## src/hw/rtl/bresenham_line_window_filter_defines.svh

```systemverilog
// ---------------------------------------------------------------------------
// Bresenham line window filter: assertion macros
// Shared property forms for the line walker checks. The module that uses
// them provides clk and arst_n.
// ---------------------------------------------------------------------------
`ifndef BRESENHAM_LINE_WINDOW_FILTER_DEFINES_SVH
`define BRESENHAM_LINE_WINDOW_FILTER_DEFINES_SVH

// same-cycle implication, checked outside reset
`define BLWF_ASSERT_IMP(lbl, ante, cons, msg) \
	lbl: assert property (@(posedge clk) disable iff (!arst_n) (ante) |-> (cons)) \
		else $error(msg);

// next-cycle implication, checked outside reset
`define BLWF_ASSERT_NXT(lbl, ante, cons, msg) \
	lbl: assert property (@(posedge clk) disable iff (!arst_n) (ante) |=> (cons)) \
		else $error(msg);

`endif

```

## src/hw/rtl/blwf_pkg.sv

```systemverilog
// ---------------------------------------------------------------------------
// blwf_pkg
// Types, constants and codes shared by the line window filter modules.
// ---------------------------------------------------------------------------
`default_nettype none

package blwf_pkg;

	localparam int COORD_BITS      = 16;
	localparam int MARGIN_BITS     = 8;
	localparam int CFG_INDEX_BITS  = 2;
	localparam int MAX_POINTS_DEF  = 64;

	localparam logic [MARGIN_BITS-1:0] MARGIN_LOW_RST  = 8'd8;
	localparam logic [MARGIN_BITS-1:0] MARGIN_HIGH_RST = 8'd24;

	// configuration register indexes
	localparam logic [CFG_INDEX_BITS-1:0] CFG_MARGIN_LOW  = 2'd0;
	localparam logic [CFG_INDEX_BITS-1:0] CFG_MARGIN_HIGH = 2'd1;

	typedef struct packed {
		logic signed [COORD_BITS-1:0] start_x;
		logic signed [COORD_BITS-1:0] start_y;
		logic signed [COORD_BITS-1:0] end_x;
		logic signed [COORD_BITS-1:0] end_y;
		logic signed [COORD_BITS-1:0] window_x;
		logic signed [COORD_BITS-1:0] window_y;
	} req_t;

	typedef struct packed {
		logic signed [COORD_BITS-1:0] point_x;
		logic signed [COORD_BITS-1:0] point_y;
		logic                         inside_res;
		logic                         last;
		logic                         too_long;
	} res_t;

	// controller to datapath
	typedef struct packed {
		logic capture;  // latch request
		logic setup;    // deltas, step directions, window bounds
		logic check;    // span test, error seed, start point
		logic emit;     // load output register, advance one point
	} cmd_t;

	// datapath to controller
	typedef struct packed {
		logic too_long;
		logic at_end;
	} sts_t;

	typedef enum logic [3:0] {
		S_IDLE  = 4'b0001,
		S_SETUP = 4'b0010,
		S_CHECK = 4'b0100,
		S_WALK  = 4'b1000
	} state_t;

endpackage

`default_nettype wire

```

## src/hw/rtl/bresenham_line_window_filter.sv

```systemverilog
// After a request transfer the setup and check states run, then the walk state loads the
//   output register with one point per cycle while the output is not stalled, stepped by
//   the single Bresenham error stepper. A too-long request gives one too-long result.
// A new request is taken once the last point has entered the output register.
// Reset (arst_n, asynchronous, active low): idle, output empty, margins 8 and 24.
// ---------------------------------------------------------------------------
// bresenham_line_window_filter
// Walks a line between two points and tags each point with a window test.
// ---------------------------------------------------------------------------
`default_nettype none

`include "bresenham_line_window_filter_defines.svh"

module bresenham_line_window_filter #(
	parameter int MAX_POINTS = blwf_pkg::MAX_POINTS_DEF
) (
	input  wire                                clk,
	input  wire                                arst_n,
	input  wire                                in_valid,
	output logic                               in_stall,
	input  blwf_pkg::req_t                     in_data,
	output logic                               out_valid,
	input  wire                                out_stall,
	output blwf_pkg::res_t                     out_data,
	input  wire                                cfg_we,
	input  wire [blwf_pkg::CFG_INDEX_BITS-1:0] cfg_index,
	input  wire [blwf_pkg::MARGIN_BITS-1:0]    cfg_data
);
	import blwf_pkg::*;

	cmd_t cmd;
	sts_t sts;

	blwf_ctrl u_ctrl (
		.clk       (clk),
		.arst_n    (arst_n),
		.in_valid  (in_valid),
		.in_stall  (in_stall),
		.out_valid (out_valid),
		.out_stall (out_stall),
		.cmd       (cmd),
		.sts       (sts)
	);

	blwf_dpath #(
		.MAX_POINTS (MAX_POINTS)
	) u_dpath (
		.clk       (clk),
		.arst_n    (arst_n),
		.cmd       (cmd),
		.sts       (sts),
		.in_data   (in_data),
		.out_data  (out_data),
		.cfg_we    (cfg_we),
		.cfg_index (cfg_index),
		.cfg_data  (cfg_data)
	);

	// a request transfer makes the block busy for the setup cycles
	`BLWF_ASSERT_NXT(a_busy_after_req, in_valid && !in_stall, in_stall, "request not held off")
	// the too-long result is always the only and final one
	`BLWF_ASSERT_IMP(a_too_long_last, out_valid && out_data.too_long, out_data.last, "too-long not last")
	`BLWF_ASSERT_IMP(a_too_long_blank, out_valid && out_data.too_long,
		!out_data.inside_res && (out_data.point_x == '0) && (out_data.point_y == '0),
		"too-long result carries a point")
	// every point the controller emits is presented on the output
	`BLWF_ASSERT_NXT(a_emit_valid, cmd.emit, out_valid, "emitted point not presented")

endmodule

`default_nettype wire

```

## src/hw/rtl/blwf_ctrl.sv

```systemverilog
// ---------------------------------------------------------------------------
// blwf_ctrl
// Sequencer for one line request and owner of the output valid flag.
// ---------------------------------------------------------------------------
`default_nettype none

module blwf_ctrl (
	input  wire              clk,
	input  wire              arst_n,
	input  wire              in_valid,
	output logic             in_stall,
	output logic             out_valid,
	input  wire              out_stall,
	output blwf_pkg::cmd_t   cmd,
	input  blwf_pkg::sts_t   sts
);
	import blwf_pkg::*;

	state_t state_q;
	state_t state_d;
	logic   out_valid_q;
	logic   emit;
	logic   final_pt;

	assign emit     = (state_q == S_WALK) && (!out_valid_q || !out_stall);
	assign final_pt = sts.too_long || sts.at_end;

	assign in_stall  = (state_q != S_IDLE);
	assign out_valid = out_valid_q;

	always_comb begin
		cmd.capture = (state_q == S_IDLE) && in_valid;
		cmd.setup   = (state_q == S_SETUP);
		cmd.check   = (state_q == S_CHECK);
		cmd.emit    = emit;
	end

	always_comb begin
		state_d = state_q;
		unique case (state_q)
			S_IDLE:  if (in_valid) state_d = S_SETUP;
			S_SETUP: state_d = S_CHECK;
			S_CHECK: state_d = S_WALK;
			S_WALK:  if (emit && final_pt) state_d = S_IDLE;
			default: state_d = S_IDLE;
		endcase
	end

	always_ff @(posedge clk or negedge arst_n) begin
		if (!arst_n) begin
			state_q     <= S_IDLE;
			out_valid_q <= 1'b0;
		end else begin
			state_q <= state_d;
			if (emit) begin
				out_valid_q <= 1'b1;
			end else if (!out_stall) begin
				out_valid_q <= 1'b0;
			end
		end
	end

endmodule

`default_nettype wire

```

## src/hw/rtl/blwf_dpath.sv

```systemverilog
// ---------------------------------------------------------------------------
// blwf_dpath
// Line walker datapath: request latch, Bresenham error stepper, window
// bounds, margin registers and output register.
// ---------------------------------------------------------------------------
`default_nettype none

module blwf_dpath #(
	parameter int MAX_POINTS = blwf_pkg::MAX_POINTS_DEF
) (
	input  wire                                   clk,
	input  wire                                   arst_n,
	input  blwf_pkg::cmd_t                        cmd,
	output blwf_pkg::sts_t                        sts,
	input  blwf_pkg::req_t                        in_data,
	output blwf_pkg::res_t                        out_data,
	input  wire                                   cfg_we,
	input  wire [blwf_pkg::CFG_INDEX_BITS-1:0]    cfg_index,
	input  wire [blwf_pkg::MARGIN_BITS-1:0]       cfg_data
);
	import blwf_pkg::*;

	localparam int C  = COORD_BITS;
	localparam int BW = COORD_BITS + 2;   // bounds and error width
	localparam int EW = COORD_BITS + 3;   // doubled error
	localparam logic [C-1:0] SPAN_MAX = C'(MAX_POINTS - 1);

	logic [MARGIN_BITS-1:0] margin_low_q;
	logic [MARGIN_BITS-1:0] margin_high_q;

	req_t                   req_q;
	logic [C-1:0]           dx_q;
	logic [C-1:0]           dy_q;
	logic                   xneg_q;
	logic                   yneg_q;
	logic signed [BW-1:0]   lo_x_q;
	logic signed [BW-1:0]   hi_x_q;
	logic signed [BW-1:0]   lo_y_q;
	logic signed [BW-1:0]   hi_y_q;
	logic                   too_long_q;
	logic signed [BW-1:0]   err_q;
	logic signed [BW-1:0]   ndy_q;
	logic signed [C-1:0]    cur_x_q;
	logic signed [C-1:0]    cur_y_q;
	res_t                   res_q;

	// setup
	logic signed [C:0]      diff_x;
	logic signed [C:0]      diff_y;
	logic signed [C:0]      adx;
	logic signed [C:0]      ady;
	logic signed [BW-1:0]   wx_e;
	logic signed [BW-1:0]   wy_e;
	logic signed [BW-1:0]   ml_e;
	logic signed [BW-1:0]   mh_e;

	// check
	logic [C-1:0]           span;
	logic signed [BW-1:0]   dx_e;
	logic signed [BW-1:0]   dy_e;

	// walk
	logic signed [EW-1:0]   e2;
	logic signed [EW-1:0]   ndy_w;
	logic signed [EW-1:0]   dx_w;
	logic                   x_go;
	logic                   y_go;
	logic signed [BW-1:0]   err_d;
	logic signed [BW-1:0]   cx_e;
	logic signed [BW-1:0]   cy_e;
	logic                   in_win;
	logic                   at_end;

	always_comb begin
		diff_x = {req_q.end_x[C-1], req_q.end_x} - {req_q.start_x[C-1], req_q.start_x};
		diff_y = {req_q.end_y[C-1], req_q.end_y} - {req_q.start_y[C-1], req_q.start_y};
		adx    = diff_x[C] ? -diff_x : diff_x;
		ady    = diff_y[C] ? -diff_y : diff_y;
		wx_e   = {{2{req_q.window_x[C-1]}}, req_q.window_x};
		wy_e   = {{2{req_q.window_y[C-1]}}, req_q.window_y};
		ml_e   = {{(BW-MARGIN_BITS){1'b0}}, margin_low_q};
		mh_e   = {{(BW-MARGIN_BITS){1'b0}}, margin_high_q};
	end

	always_comb begin
		span = (dx_q > dy_q) ? dx_q : dy_q;
		dx_e = {2'b00, dx_q};
		dy_e = {2'b00, dy_q};
	end

	always_comb begin
		e2     = {err_q, 1'b0};
		ndy_w  = {ndy_q[BW-1], ndy_q};
		dx_w   = {3'b000, dx_q};
		x_go   = (e2 >= ndy_w);
		y_go   = (e2 <= dx_w);
		err_d  = err_q + (x_go ? ndy_q : '0) + (y_go ? dx_e : '0);
		cx_e   = {{2{cur_x_q[C-1]}}, cur_x_q};
		cy_e   = {{2{cur_y_q[C-1]}}, cur_y_q};
		in_win = (cx_e >= lo_x_q) && (cx_e <= hi_x_q)
			&& (cy_e >= lo_y_q) && (cy_e <= hi_y_q);
		at_end = (cur_x_q == req_q.end_x) && (cur_y_q == req_q.end_y);
	end

	assign sts.too_long = too_long_q;
	assign sts.at_end   = at_end;
	assign out_data     = res_q;

	always_ff @(posedge clk or negedge arst_n) begin
		if (!arst_n) begin
			margin_low_q  <= MARGIN_LOW_RST;
			margin_high_q <= MARGIN_HIGH_RST;
		end else if (cfg_we) begin
			if (cfg_index == CFG_MARGIN_LOW) begin
				margin_low_q <= cfg_data;
			end
			if (cfg_index == CFG_MARGIN_HIGH) begin
				margin_high_q <= cfg_data;
			end
		end
	end

	always_ff @(posedge clk) begin
		if (cmd.capture) begin
			req_q <= in_data;
		end
		if (cmd.setup) begin
			dx_q   <= adx[C-1:0];
			dy_q   <= ady[C-1:0];
			// equal coordinates count as stepping down, as the error rule never moves them
			xneg_q <= diff_x[C] || (diff_x == '0);
			yneg_q <= diff_y[C] || (diff_y == '0);
			lo_x_q <= wx_e - ml_e;
			hi_x_q <= wx_e + mh_e;
			lo_y_q <= wy_e - ml_e;
			hi_y_q <= wy_e + mh_e;
		end
		if (cmd.check) begin
			too_long_q <= (span > SPAN_MAX);
			err_q      <= dx_e - dy_e;
			ndy_q      <= -dy_e;
			cur_x_q    <= req_q.start_x;
			cur_y_q    <= req_q.start_y;
		end
		if (cmd.emit) begin
			if (too_long_q) begin
				res_q.point_x    <= '0;
				res_q.point_y    <= '0;
				res_q.inside_res <= 1'b0;
				res_q.last       <= 1'b1;
				res_q.too_long   <= 1'b1;
			end else begin
				res_q.point_x    <= cur_x_q;
				res_q.point_y    <= cur_y_q;
				res_q.inside_res <= in_win;
				res_q.last       <= at_end;
				res_q.too_long   <= 1'b0;
				if (!at_end) begin
					err_q <= err_d;
					if (x_go) begin
						cur_x_q <= xneg_q ? cur_x_q - C'(1) : cur_x_q + C'(1);
					end
					if (y_go) begin
						cur_y_q <= yneg_q ? cur_y_q - C'(1) : cur_y_q + C'(1);
					end
				end
			end
		end
	end

endmodule

`default_nettype wire

```

## config.mk

```make
export PLATFORM = sky130hd
export DESIGN_NAME = bresenham_line_window_filter
export DESIGN_NICKNAME = d
export VERILOG_FILES = /design/src/hw/rtl/blwf_pkg.sv /design/src/hw/rtl/bresenham_line_window_filter.sv /design/src/hw/rtl/blwf_ctrl.sv /design/src/hw/rtl/blwf_dpath.sv
export VERILOG_INCLUDE_DIRS = /design/src /design/src/hw/rtl
export SDC_FILE = /design/constraint.sdc
export NUM_CORES = 1
export LEC_CHECK = 0
export BUFFER_PORTS_ARGS = -buffer_cell sky130_fd_sc_hd__buf_2
export CAP_MARGIN = 25
export CORE_MARGIN = 2
export CORE_UTILIZATION = 62
export DETAILED_ROUTE_END_ITERATION = 6
export GPL_ROUTABILITY_DRIVEN = 0
export PLACE_DENSITY = 0.89
export SYNTH_ARGS = -nofsm -noshare
export SYNTH_HDL_FRONTEND = slang
export SYNTH_HIERARCHICAL = 1
export SYNTH_SLANG_ARGS = --single-unit
```

## constraint.sdc

```tcl
create_clock -name clk -period 8.01 [get_ports clk]
set_input_delay 1.602 -clock clk [delete_from_list [all_inputs] [get_ports clk]]
set_output_delay 1.602 -clock clk [all_outputs]
set_load 0.1 [all_outputs]
```

Word-level counts from Yosys, hierarchy flattened
Cells that the tools add are included.
{"block": "word_totals", "input_bits": 111, "register_bits": 327, "wordCells": 109, "out_inout_bits": 37}
{"block": "op_classes", "n_reduce_logical": 19, "addsub": 16, "n_eq_ne": 11, "n_lt_le_gt_ge": 8, "muxes": 27}
{"cell": "two-way mux 16 bit", "count": 16}
{"cell": "two-way mux 18 bit", "count": 5}
{"cell": "subtractor 16 x 16 -> 17 bit", "count": 3}
{"cell": "adder 18 bit", "count": 2}
{"cell": ">= comparator 16 x 18 -> 1 bit", "count": 2}
{"cell": "less-or-equal comparator 16 x 18 -> 1 bit", "count": 2}
{"cell": "adder 16 x 9 -> 17 bit", "count": 2}
{"cell": "zero test 17 bit", "count": 2}
{"cell": "subtractor 16 x 9 -> 17 bit", "count": 2}
{"cell": "adder 16 x 2 -> 16 bit, second input constant", "count": 2}
{"cell": "== test 16 bit", "count": 2}
{"cell": "negation 16 bit", "count": 2}
{"cell": "subtractor 16 x 2 -> 16 bit, second input constant", "count": 2}
{"cell": ">= comparator 19 x 18 -> 1 bit", "count": 1}
{"cell": "less-or-equal comparator 19 x 17 -> 1 bit", "count": 1}
{"cell": "negation 16 -> 18 bit", "count": 1}
{"cell": "> comparator 16 bit", "count": 1}
{"cell": "> comparator 16 x 6 -> 1 bit, second input constant", "count": 1}
{"cell": "one-hot mux 4 bit (4 select lines)", "count": 1}
{"cell": "two-way mux 4 bit", "count": 2}
{"cell": "logical AND 1 bit", "count": 7}
{"cell": "AND reduction 2 bit", "count": 3}
{"cell": "== test 4 x 1 -> 1 bit, second input constant", "count": 1}
{"cell": "== test 4 x 2 -> 1 bit, second input constant", "count": 1}
{"cell": "other kinds (10)", "count": 17}

Longest topological paths before layout
Gate-level depths: netlist of the first run.
{"block": "logic_depth", "ltp_word": 7, "ltp_mapped": 24, "depth_no_buf": 23}

By module
Netlist of the first run, hierarchy kept.
{"mod": "blwf_dpath", "cells_per_inst": 1999, "seq_area_each_um2": 8972.4, "area_each_um2": 20766.2, "instances": 1}
{"mod": "blwf_ctrl", "cells_per_inst": 25, "seq_area_each_um2": 126.4, "area_each_um2": 272.8, "instances": 1}

Worst setup path after synthesis of the first run
No wires, ideal clock.
{"block": "synth_timing", "path_type": "register to register", "from": "reg u_ctrl.state_q[3]", "to": "reg u_dpath.dx_q[0] (enable)", "stages_incl_launch_ff": 2, "arrival_ns": 6.040, "setup_ns": 0.621, "period_less_slack_ns": 6.661, "setup_slack_ns": 1.349, "required_time_ns": 7.389, "path_buffers": 0, "path_cell_list": "dfrtp_1 -> nor4b_2"}
{"element": "start, declared", "line_no": "blwf_ctrl.sv:19", "source": "state_t state_q;"}
{"element": "start signal, assigned", "line_no": "blwf_ctrl.sv:54", "source": "state_q <= state_d;"}
{"element": "end signal, assigned", "line_no": "blwf_dpath.sv:128", "source": "dx_q <= adx[C-1:0];"}
{"element": "end, declared", "line_no": "blwf_dpath.sv:32", "source": "logic [C-1:0] dx_q;"}

Worst setup path in the final report of the first run
{"block": "layout_timing", "from": "reg u_dpath.err_q[15]", "to": "reg u_dpath.err_q[17]"}
{"block": "layout_via", "elab_chain_len": 7, "elab_cells_between_ends": 9, "cone_classes": "add/sub (2); order compare (2); mux (5)"}
{"element": "start, declared", "line_no": "blwf_dpath.sv:41", "source": "logic signed [BW-1:0] err_q;"}
{"element": "start signal, assigned", "line_no": "blwf_dpath.sv:140", "source": "err_q <= dx_e - dy_e;"}
{"element": "start signal, assigned", "line_no": "blwf_dpath.sv:159", "source": "err_q <= err_d;"}
{"element": ">= comparator 19 x 18 -> 1 bit", "line_no": "blwf_dpath.sv:95", "source": "x_go = (e2 >= ndy_w);"}
{"element": "two-way mux 18 bit", "line_no": "blwf_dpath.sv:97", "source": "err_d = err_q + (x_go ? ndy_q : '0) + (y_go ? dx_e : '0);"}
{"element": "adder 18 bit", "line_no": "blwf_dpath.sv:97"}
{"element": "adder 18 bit *", "line_no": "blwf_dpath.sv:97"}
{"element": "two-way mux 18 bit *", "line_no": "blwf_dpath.sv:158", "source": "if (!at_end) begin"}
{"element": "two-way mux 18 bit *", "line_no": "blwf_dpath.sv:146", "source": "if (too_long_q) begin"}
{"element": "two-way mux 18 bit *", "line_no": "blwf_dpath.sv:145", "source": "if (cmd.emit) begin"}
Every way passes the cells marked *; elsewhere a longest branch is shown, timed or not.
A chain may end at the register's enable or synchronous reset.

==> metrics.md, run 1 <==
| Metric | Value |
|---|---|
| Outcome | complete, no violations |
| Hold Crit Depth | 1 |
| Min Tclk post-route | 5560 ps |
| Hold_sp | u_dpath/cur_x_q[0]$_DFF_P_ |
| Die ar. | roughly 35000 um2 |
| Syn Inst Count | 2024 |
| Commonest cells in the netlist | edfxtp_1 (252), ha_1 (229), inv_1 (222) |
| HPWL after detailed placement | 40.2 mm |
| Detailed-route via count | 16.6k |
| Resize count post-CTS | 0 |
| DP Worst Slack | 2630 ps |
| Most frequent cell after synthesis | edfxtp_1 |
| Slew HR | 29.4% |
| Clock slew at reported path FFs | 60 ps |
| Initial core utilization | 62.9% |
| Max frequency | 0.180 GHz |
| Yosys warns | 6 |
| Vias per cell | 6.24 |
| Reg2Reg Launch Point | u_dpath/err_q[15]$_DFF_P_ |
| Worst reg2reg endpoint | u_dpath/err_q[17]$_DFF_P_ |
| TritonCTS buffer count | 36 |
| R2R Setup Slk | 2450 ps |
| EDFF count, synth | 252 |
| Largest net degree at the start of global routing | 75 |
| RSZ-0062 raised after global routing | no |
| Largest family of logic cells by synthesized area | adder cells |
| WL/cell | 20.4 um |
| PortBufs | about 150 |
| Clock buffer depth | 3 |
| #FFs+latches synth | roughly 320 |
| Synth area leader | edfxtp_1 |
| Tot Pwr | ~9100 uW |
| IO Count | 148 |
| CTS Sinks | between 300 and 400 |
| Synthesized Nets | 2390 |
| CTS tree | yes |
| Die width | 188 um |
| Critical path, cell by cell | ha_1, nand4_1, nor3_1, o211ai_1, a21o_1, a32oi_1, buf_4, nand2_1, fa_1, inv_1, ha_1, inv_1, fa_1, nor2b_1, o31a_1, o21ai_0, o21ai_0, a41oi_1, a21boi_0, a41o_1, xnor2_1, a21oi_1 |
| P per Cell Area | 388 nW/um2 |
| Leak Pwr | 0.00983 uW |
| Asr flop ratio synth | 6.50% |
| Initial antenna violation count | 1 |
| Max VDD drop | 0.241 mV |
| Syn avg cell area | 10.4 um2 |
| 1st-iter DRT viols | ~1.5k |
| Placement row count | 67 |
| Most used DFF post-synth | edfxtp_1 |
| CP Max Fanout | 13 |
| Critical Path RT | ~8400 ps |
| Crit Path Class | flip-flop to flip-flop |
| GRT Overall Usage | 30.3% |
| Final setup vio count | 0 |
| Worst reg-to-reg path cell count | 22 |
| # diodes | 0 |
| Top post-synthesis cells by area | edfxtp_1 (36%), ha_1 (14%), xnor2_1 (5.6%) |
| Top-area cell type share of the netlist area | between 30% and 40% |
| Post-synthesis adder-cell area fraction | 16.1% |
| Share of cells above drive strength 1 | 11.8% |
| Hold-fix buffers, CTS | 0 |
| Hold endpoint | u_dpath/cur_x_q[0]$_DFF_P_ |
| Max-Cap Viols | 0 |
| Core box area | 33400 um2 |
| Post-route ant nets | 0 |
| Worst skew pair latency | 540 ps |
| Least-Margin Pin Slew | 1030 ps |
| Startpoint types | flip-flop |
| Synth Cell Area | 21000 um2 |
| TNS Setup | 0 ps |
| Nets | 2552 |
| DIE HEIGHT | 188 um |
| Area Overhead vs Synth | 12.0% |
| DRC violations left | 0 |
| Post-synthesis mux area share | 2.16% |
| Vias in the first global route | 16.7k |
| Final worst path period share | 69.5% |
| Setup ws final | 2450 ps |
| Clock Skews | 30.9 ps |
| Synth Area in Compound Gates | a little over an eighth |
| CP arrival | 5930 ps |
| Setup crit end kind | flip-flop |
| Fin. max-slew vios | 0 |
| Global route overflow | 0 |
| Synth Area in Simple Gates | approximately an eighth |
| WHS | 540 ps |
| Register area share after synthesis | 43.2% |
| Synth Area in XOR/XNOR | 7.74% |
| Final hold violation count | 0 |
| Number of fill cells | 2161 |
| Setup Buffers After CTS | 0 |
| First-pass GRT wire length | 84.9 mm |
| Placed cells | 2593 |
| Largest stage delay, worst path | 490 ps |
| HP Class | flip-flop to flip-flop |
| Synth cell types | slightly above 80 |
| H-tree Lvls | 2 |
| CTS root buf | clkbuf_16 |
| First drt pass iteration count | 6 |
| Crit path max-delay cell type | a21boi_0 |
| Non-Filler Instances | 2662 |
| Detailed Route WL | 54.2 mm |
cell type report:
type | count | area, um2 | share of cell area, %
inverter | 223 | 837 | 3.55
timing repair buffer | 161 | 861 | 3.65
clock inverter | 21 | 213 | 0.903
sequential | 323 | 9100 | 38.6
tap | 448 | 561 | 2.38
multi-input combinational | 1441 | 11000 | 46.6
clock buffer | 45 | 1010 | 4.28
routing by layer:
metal  track usage, %  wire length, um  share of wire, %
met3             5.44             4540               8.4
met2             52.4            26200                48
met1             34.9            19600                36
met5                0                8             0.015
met4             19.3             3820               7.0
through the flow:
| step | instance area, um2 | utilization, % |
|---|---|---|
| finish | 23600 | 70.4 |
| global route | 23600 | 70.4 |
| CTS | 23500 | 70.3 |
| detailed placement | 22300 | 66.6 |
| global placement | 22300 | 66.6 |
| floorplan | 21000 | - |
report_power, final:
| group | internal (uW) | total (uW) | leakage (uW) | switching [uW] |
|---|---|---|---|---|
| combinational | 1950 | 4640 | 0.00629 | 2690 |
| clock | 1000 | 1690 | 0.000592 | 694 |
| sequential | 2350 | 2810 | 0.00295 | 462 |
| total | 5300 | 9140 | 0.00983 | 3850 |
how the worst max path moves through the flow:
stage                                              from                         to  slack [ps]  cells past startpoint
final                         u_dpath/err_q[15]$_DFF_P_  u_dpath/err_q[17]$_DFF_P_        2450                     22
after global routing          u_dpath/err_q[15]$_DFF_P_  u_dpath/err_q[17]$_DFF_P_        2090                     22
after CTS                     u_dpath/err_q[15]$_DFF_P_  u_dpath/err_q[17]$_DFF_P_        2640                     22
after detailed placement      u_dpath/err_q[15]$_DFF_P_  u_dpath/err_q[17]$_DFF_P_        2630                     22
after global placement        u_dpath/err_q[15]$_DFF_P_  u_dpath/err_q[17]$_DFF_P_        2940                     22
after floorplan           u_ctrl/state_q[3]$_DFFE_PN0P_  u_dpath/dx_q[0]$_DFFE_PP_        1350                      1
cells by family after synthesis:
logic type               after synthesis
AND/OR/NAND/NOR                      501
flip-flops                           323
multiplexers                          44
buffers and inverters                260
AO/OA/AOI/OAI                        455
XOR/XNOR                             186
adder cells (fa/ha/maj)              255
placed cells by master (no fill, tap or decap), types with 15 or more instances in the layout:
| cell type | count |
|---|---|
| nor3_1 | 43 |
| ha_1 | 229 |
| a211oi_1 | 25 |
| nor2_1 | 104 |
| nand2b_1 | 23 |
| edfxtp_1 | 252 |
| dfxtp_1 | 50 |
| or3_1 | 16 |
| nor2b_1 | 68 |
| and2_1 | 22 |
| xor2_1 | 52 |
| buf_2 | 147 |
| o21ai_0 | 116 |
| nor4_1 | 16 |
| a21o_1 | 40 |
| clkbuf_16 | 39 |
| xnor2_1 | 134 |
| nand2_1 | 107 |
| a21oi_1 | 127 |
| a21boi_0 | 15 |
| fa_1 | 26 |
| nand4_1 | 26 |
| inv_1 | 222 |
| nand3_1 | 29 |
| o21a_1 | 20 |
| dfrtp_1 | 17 |
| mux2i_1 | 32 |
registers in the layout, indices dropped and copies added (netlist names), 16 cells and up:
signal            count
u_dpath/out_data     35
u_dpath/lo_y_q       17
u_dpath/req_q        96
u_dpath/dx_q         16
u_dpath/cur_y_q      16
u_dpath/ndy_q        18
u_dpath/hi_y_q       17
u_dpath/lo_x_q       17
u_dpath/cur_x_q      16
u_dpath/hi_x_q       17
u_dpath/err_q        18
u_dpath/dy_q         16
critical path, delay by kind of cell (launching register included):
kind            cells  cell delay (ps)
flops               1              400
xor+xnor            1              120
compound gates     10             2390
fa+ha+maj           4             1290
simple gates        4              790
buf+inv             3              430
No activity file was read; power rests on OpenSTA's default activity.
==> inputs of run 2 (changes only) <==
==> constraint.sdc (replaced) <==
create_clock -name clk -period 5.56 [get_ports clk]
set_input_delay 1.112 -clock clk [delete_from_list [all_inputs] [get_ports clk]]
set_output_delay 1.112 -clock clk [all_outputs]
set_load 0.1 [all_outputs]
==> run 2 against run 1 <==
Worst hold slack worse by 27 ps. Critical path type unchanged. Die area unchanged. Flip-flop and latch count unchanged. Critical endpoint unchanged. Largest cell class unchanged. The flow now finishes with violations (design-rule violations). Sequential share of layout area about the same. Core utilization up 0.071 points. Fmax up 9.2%. First-iteration DRC count down 16%. Clock power up 43%. Non-clock buffer count up 3. Critical path depth down 3. Wire length down 1.8%.
==> metrics.md, run 2 (synthesis results as in run 1) <==
| Metric | Value |
|---|---|
| Max VDD drop | 0.380 mV (+57%) |
| TritonCTS buffer count | 36 (unchanged) |
| Fin. max-slew vios | 0 (unchanged) |
| Final hold violation count | 0 (unchanged) |
| WL/cell | 20.0 um (-1.9%) |
| TNS Setup | 0 ps (unchanged) |
| CP Buf/Inv Count | 1 (-2) |
| R2R Setup Slk | 460 ps (-1980 ps) |
| Largest net degree at the start of global routing | 70 (-6.7%) |
| Max frequency | 0.196 GHz (+9.2%) |
| Largest stage delay, worst path | 510 ps (+20 ps) |
| CTS root buf | clkbuf_16 |
| Leak Pwr | 0.00985 uW (+0.18%) |
| Failing checks | design-rule violations |
| First-pass GRT wire length | 84.2 mm (-0.83%) |
| Slew HR | 31.2% (+1.8 points) |
| HPWL after detailed placement | 40.2 mm (about the same) |
| Worst reg-to-reg path cell count | 19 (-14%) |
| Commonest cells after routing, fill and taps aside | edfxtp_1 (252), ha_1 (229), inv_1 (222) |
| CTS Sinks | 323 (unchanged) |
| Detailed-route via count | 16.5k (-0.78%) |
| Nets | 2555 (+0.12%) |
| Initial core utilization | 62.9% (unchanged) |
| Die ar. | 35400 um2 (unchanged) |
| Die width | 188 um (unchanged) |
| P per Cell Area | 556 nW/um2 (+43%) |
| Number of fill cells | 2193 (+1.5%) |
| Startpoint types | flip-flop |
| H-tree Lvls | 2 (unchanged) |
| Max-Cap Viols | 0 (unchanged) |
| Clock slew at reported path FFs | 60 ps (about the same) |
| Clock buffer depth | 3 (unchanged) |
| CP arrival | 5480 ps (-450 ps) |
| CP Max Fanout | 7 (-6) |
| Share of cells above drive strength 1 | 12.2% (+0.44 points) |
| Post-route ant nets | 0 (unchanged) |
| Largest register FFs | 96 (unchanged) |
| Area Overhead vs Synth | 12.1% |
| Global route overflow | 0 (unchanged) |
| Worst path depth | 19 (-14%) |
| Critical Path Source | u_dpath/err_q[15]$_DFF_P_ |
| Initial antenna violation count | 4 (+3) |
| Most common cell after layout, fill and taps aside | edfxtp_1 |
| Critical path, cell by cell | ha_1, nand4_1, nor3_1, a2111oi_0, a32oi_2, and2_1, fa_1, ha_1, inv_1, fa_1, nor2b_1, o31a_1, o21ai_0, o21ai_0, a41oi_1, a21boi_0, a41o_1, xnor2_1, a21oi_1 |
| Min Tclk post-route | 5100 ps (-467 ps) |
| First drt pass iteration count | 7 (+1) |
| Crit Path Class | flip-flop to flip-flop |
| Crit path max-delay cell type | fa_1 |
| WHS | 513 ps (-27.0 ps) |
| Worst skew pair latency | 550 ps (about the same) |
| RSZ-0062 raised after global routing | no |
| Detailed Route WL | 53.2 mm (-1.8%) |
| GRT Overall Usage | 30.1% (-0.26 points) |
| Vias per cell | 6.18 (-0.96%) |
| PortBufs | 147 (unchanged) |
| Vias in the first global route | 16.7k (-0.38%) |
| Clock Skews | 25.2 ps (-5.75 ps) |
| DIE HEIGHT | 188 um (unchanged) |
| Reg2Reg Launch Point | u_dpath/err_q[15]$_DFF_P_ |
| Crit-path leading delay family | compound AO/OA/AOI/OAI gates |
| Final setup vio count | 0 (unchanged) |
| Finished Core Util | 70.5% (+0.071 points) |
| Placement row count | 67 (unchanged) |
| Biggest register | u_dpath/req_q |
| HP Class | input port to asynchronous set/reset pin |
| Critical Path RT | 5940 ps (-2430 ps) |
| DRC violations left | 1 (+1) |
| Least-Margin Pin Slew | 1030 ps (-0.169 ps) |
| CTS tree | yes |
| IO Count | 148 (unchanged) |
| Hold-fix buffers, CTS | 0 (unchanged) |
| Outcome | finished, violations left |
| Core box area | 33400 um2 (unchanged) |
| Final worst path period share | 91.7% (+22 points) |
| Worst reg2reg endpoint | u_dpath/err_q[17]$_DFF_P_ |
| 1st-iter DRT viols | 1295 (-16%) |
| Area of the multi-input gates | 11000 um2 (about the same) |
| Register area | 9100 um2 (unchanged) |
| Setup crit end kind | flip-flop |
[run 2: what timing repair did]
action | CTS | global route
buffers inserted | 0 | 0
resized for setup | 0 | 1
setup endpoints to repair | 0 | 2
[run 2: final cells by class]
cell class                      instances  area share, %
Multi-Input combinational cell       1441           46.6
Sequential cell                       323           38.6
Clock buffer                           43           4.24
Timing Repair Buffer                  164           3.69
Inverter                              223           3.55
Tap cell                              448           2.38
Clock inverter                         23          0.944
Antenna cell                            2         0.0212
[run 2: stage by stage]
| stage | power, uW | std cells | setup slack (ps) | cell area [um2] |
|---|---|---|---|---|
| after floorplan | 8750 | 2024 | 986 | 21000 |
| after global placement | 10100 | 2597 | 713 | 22300 |
| after detailed placement | 10500 | 2597 | 474 | 22300 |
| after CTS | 13000 | 2663 | 432 | 23500 |
| after global routing | 13900 | 2665 | 136 | 23600 |
| final | 13100 | 2667 | 464 | 23600 |
[run 2: per-layer routing]
layer	share of wire, %	GRT usage, %
met1	36	35.1
met2	49	52.1
met3	8.2	5.25
met4	6.3	17.7
met5	0	0
[run 2: worst max path at each step]
stage               slack (ps)                        end
floorplan                  990  u_dpath/err_q[17]$_DFF_P_
global placement           710  u_dpath/err_q[17]$_DFF_P_
detailed placement         470  u_dpath/err_q[17]$_DFF_P_
CTS                        430  u_dpath/err_q[17]$_DFF_P_
global route               140  u_dpath/err_q[17]$_DFF_P_
finish                     460  u_dpath/err_q[17]$_DFF_P_
[run 2: where the power goes]
part | total, uW | internal (uW) | leakage, uW | switching [uW]
logic | 6640 | 2810 | 0.00631 | 3840
clock network | 2410 | 1400 | 0.000596 | 1010
registers | 4050 | 3380 | 0.00295 | 668
